==> config.mk <==
export PLATFORM = sky130hd
export DESIGN_NAME = rsbk_cell
export DESIGN_NICKNAME = d
export VERILOG_FILES = /design/src/rtl/rsbk_pkg.sv /design/src/rtl/rsbk_cell.sv
export SDC_FILE = /design/constraint.sdc
export NUM_CORES = 1
export LEC_CHECK = 0
export BUFFER_PORTS_ARGS = -buffer_cell sky130_fd_sc_hd__buf_2
export CAP_MARGIN = 20
export CORE_MARGIN = 2
export CORE_UTILIZATION = 47
export CTS_BUF_LIST = sky130_fd_sc_hd__clkbuf_16
export CTS_CLUSTER_SIZE = 24
export DETAILED_ROUTE_END_ITERATION = 6
export HOLD_SLACK_MARGIN = 0.02
export PLACE_DENSITY = 0.88
export SYNTH_ARGS = -nofsm -noshare
export SYNTH_HDL_FRONTEND = slang
export SYNTH_SLANG_ARGS = --single-unit
==> constraint.sdc <==
create_clock -name clk -period 8.83 [get_ports clk]
set_clock_uncertainty 0.05 [all_clocks]
set_input_delay 1.766 -clock clk [delete_from_list [all_inputs] [get_ports clk]]
set_output_delay 1.766 -clock clk [all_outputs]
set_load 0.05 [all_outputs]
==> src/rtl/rsbk_pkg.sv <==
// Package for the record sorter: capacity, counter width and the payload
// and control structs used by the cell and the top level.
// Depends on nothing.
`default_nettype none

package rsbk_pkg;

    // Number of cells in the chain, and so the most records a set can hold.
    localparam int CAPACITY = 64;
    // Width of a count that ranges from zero up to CAPACITY.
    localparam int CNT_W = $clog2(CAPACITY + 1);

    localparam int KEY_W = 24;
    localparam int TAG_W = 16;

    // One record as held in a cell.
    typedef struct packed {
        logic [KEY_W-1:0] key;
        logic [TAG_W-1:0] tag;
    } rec_t;

    // One input request.
    typedef struct packed {
        logic [KEY_W-1:0] key;
        logic [TAG_W-1:0] tag;
        logic             last;
    } in_t;

    // One sorted result.
    typedef struct packed {
        logic [KEY_W-1:0] sorted_key;
        logic [TAG_W-1:0] sorted_tag;
        logic             final_res;
        logic             overflow;
    } out_t;

    // Control broadcast to every cell.
    typedef struct packed {
        logic insert;
        logic drain;
    } cell_ctrl_t;

endpackage : rsbk_pkg

`default_nettype wire

==> src/rtl/rsbk_cell.sv <==
// One cell of the insertion chain: holds one record, decides whether a new
// record displaces it, and shifts toward the head while the set drains.
// Depends on rsbk_pkg.
`default_nettype none

module rsbk_cell (
    input  wire logic               clk,
    input  wire rsbk_pkg::cell_ctrl_t ctrl,
    input  wire rsbk_pkg::rec_t     new_rec,
    input  wire rsbk_pkg::rec_t     prev_rec,
    input  wire logic               prev_gt,
    input  wire rsbk_pkg::rec_t     next_rec,
    input  wire logic               empty,
    output rsbk_pkg::rec_t          rec,
    output logic                    gt
);
    import rsbk_pkg::*;

    rec_t rec_reg;
    rec_t rec_next;

    // An empty cell counts as holding a key above any other. Only a strictly
    // greater key is displaced, so equal keys keep their load order.
    assign gt = empty || (rec_reg.key > new_rec.key);

    // Drain shifts toward the head; insert either takes the new record or
    // the neighbor's record pushed along by it.
    always_comb
    begin
        rec_next = rec_reg;
        if (ctrl.drain)
        begin
            rec_next = next_rec;
        end
        else if (ctrl.insert && gt)
        begin
            rec_next = prev_gt ? prev_rec : new_rec;
        end
    end

    always_ff @(posedge clk)
    begin
        rec_reg <= rec_next;
    end

    assign rec = rec_reg;

endmodule : rsbk_cell

`default_nettype wire

==> metrics.yaml <==
clock_path_buffers: 2
synth.distinct_cells: 25
hp-class: "in2reg"
drive_gt1_share_pct: 41.6
num_vias: 2501
via_per_inst: 5.05
io_pins: 166
core-area_mm2: 0.00547
numCtsBuffers: 5
grt_usage_pct: 21.2
synth_nets: 411
crit_path_end_kind: "output pin"
largest_reg_flops: 40
port_buffers: 165
die-area_mm2: 0.00624
die_w_um: 79.0
grt_pass1_vias: 2337
fin_util_pct: 67.1
cts_tree: "done"
setup_viol: 0
vdd_drop_max_mv: 0.106
wl_per_cell_um: 13.5
period_share_pct: 59.7
first_pass_iters: 4
hold_violations: 0
required_ns: 7.01
timing.final.max_slew_violations: 0
yosysTopAreaCell: "edfxtp_1"
yosys-top-cells-area: "edfxtp_1 (45%), mux2i_1 (15%), ha_1 (11%), o21ai_0 (8.1%), nand2_1 (6.5%)"
max_freq_ghz: 0.190
start_util_pct: 48.3
grt_max_degree: 81
clock_sinks: 40
antenna_found_initial: 0
layout_min_cycle_time_ns: 5.27
synth-async-reset-ratio_pct: 0
syn_area_mm2: 0.00264
postCtsSetupRepairBufs: 0
area_growth_pct: 39.0
rsz0062_at_grt: "no"
finish.net_count: 571
placementRows: 27
gp_congestion: 0.786
hold_buffers: 0
status: "finished, final reports clean"
antennaDiodeCount: 0
die_h_um: 79.0
post-place-cells: 486
final.setup.tns_ns: 0
layout.cells.non_filler: 495
grt_overflow: 0
synth_common_cells: "nand2_1 (46), o21ai_0 (43), edfxtp_1 (40), mux2i_1 (40)"
final_antenna_net_count: 0
cts_max_level: 2
cts-resized-gates: 0
cap_violations: 0
max_slew.worst_pin.slew_ns: 0.939
avgSynthCellArea_um2: 10.1
yosysWarnings: 0
power_density_mw_per_mm2: 170
dpl.hpwl_um: 5240
p_leak_nw: 1.92
slew_headroom_pct: 37.4
clock_latency_ns: 0.28
dpl_worst_slack_ns: 3.59
setup_ws_ns: 3.56
cts_root_buffer: "clkbuf_16"
netlist_instances: 262
routed_wl_um: 6700
cp-start-kind: "input port"
worst-setup-path-type: "in2out"
grt_pass1_wl_um: 10300
drc: 0
clkSlewWorstSetupHoldPaths_ns: 0.06
crit_arrival_ns: 3.45
yosysSeqAreaShare_pct: 45.5
yosysMostFrequentCell: "nand2_1"
synth_top_area_share_pct: 45.5
drtIter0Drc: 108
synth_enable_flop_cells: 40
path_max_fanout: 2
ys.flop_type: "edfxtp_1"
synth-seq-cells: 40
layout by cell type, fill, tap and decap left out, types with 3 or more instances in the layout:
cell type,n
nand4_1,4
o21ai_0,43
inv_1,26
edfxtp_1,40
nand2_1,46
clkbuf_16,5
buf_2,165
nor2_1,3
a21oi_1,9
ha_1,24
mux2i_1,40
area by class of cell:
cell class                 count  area (µm²)
clock buffer                   5         125
clock inverter                 3        11.3
sequential                    40        1200
timing repair buffer         167         861
fill                         452        1800
inverter                      24        90.1
tap                           72        90.1
multi-input combinational    184        1290
report_power, final:
group | total, mW | switching [mW] | leakage, nW | internal (mW)
Clock | 0.169 | 0.0672 | 0.0738 | 0.102
Sequential | 0.247 | 0.00892 | 0.411 | 0.238
Combinational | 0.209 | 0.142 | 1.44 | 0.0667
metrics by stage:
step	hold slack [ns]	cell area, µm²	power (mW)
finish	1.72	3670	0.624
CTS	1.71	3650	0.627
global route	1.72	3670	0.654
global placement	1.78	3510	0.452
floorplan	1.90	2640	0.392
detailed placement	1.84	3510	0.459
layer usage:
metal | wire (µm) | GRT usage, % | up-vias
met5 | 0 | 0 | -
met4 | 71 | 7.07 | 0
met3 | 487 | 4.66 | 8
met2 | 3470 | 38.1 | 107
met1 | 2680 | 25.1 | 1127
li1 | - | - | 1259
final timing paths:
check | start | to | slack (ns) | depth (start not counted)
setup reg to reg | rec[39] | rec[34] | 6.09 | 6
hold / removal | next_rec[33] | rec[33] | 1.72 | 3
hold reg to reg | rec[39] | rec[28] | 1.80 | 5
setup / recovery | new_rec[26] | gt | 3.56 | 9
kinds of logic after synthesis:
family	share of synthesized area, %
AOI/OAI and AO/OA	12.4
adders and majority gates	11.4
buffers and inverters	5.59
DFF	45.5
muxes	15.2
and+or+nand+nor	10.0
critical path: stages:
cell	delay, ns
buf_2	0.10
inv_1	0.04
ha_1	0.29
and3_1	0.20
a221o_1	0.36
a22oi_1	0.16
nand3b_1	0.12
a21o_2	0.21
buf_2	0.21
Note: power is estimated with default switching activity, not from simulation.
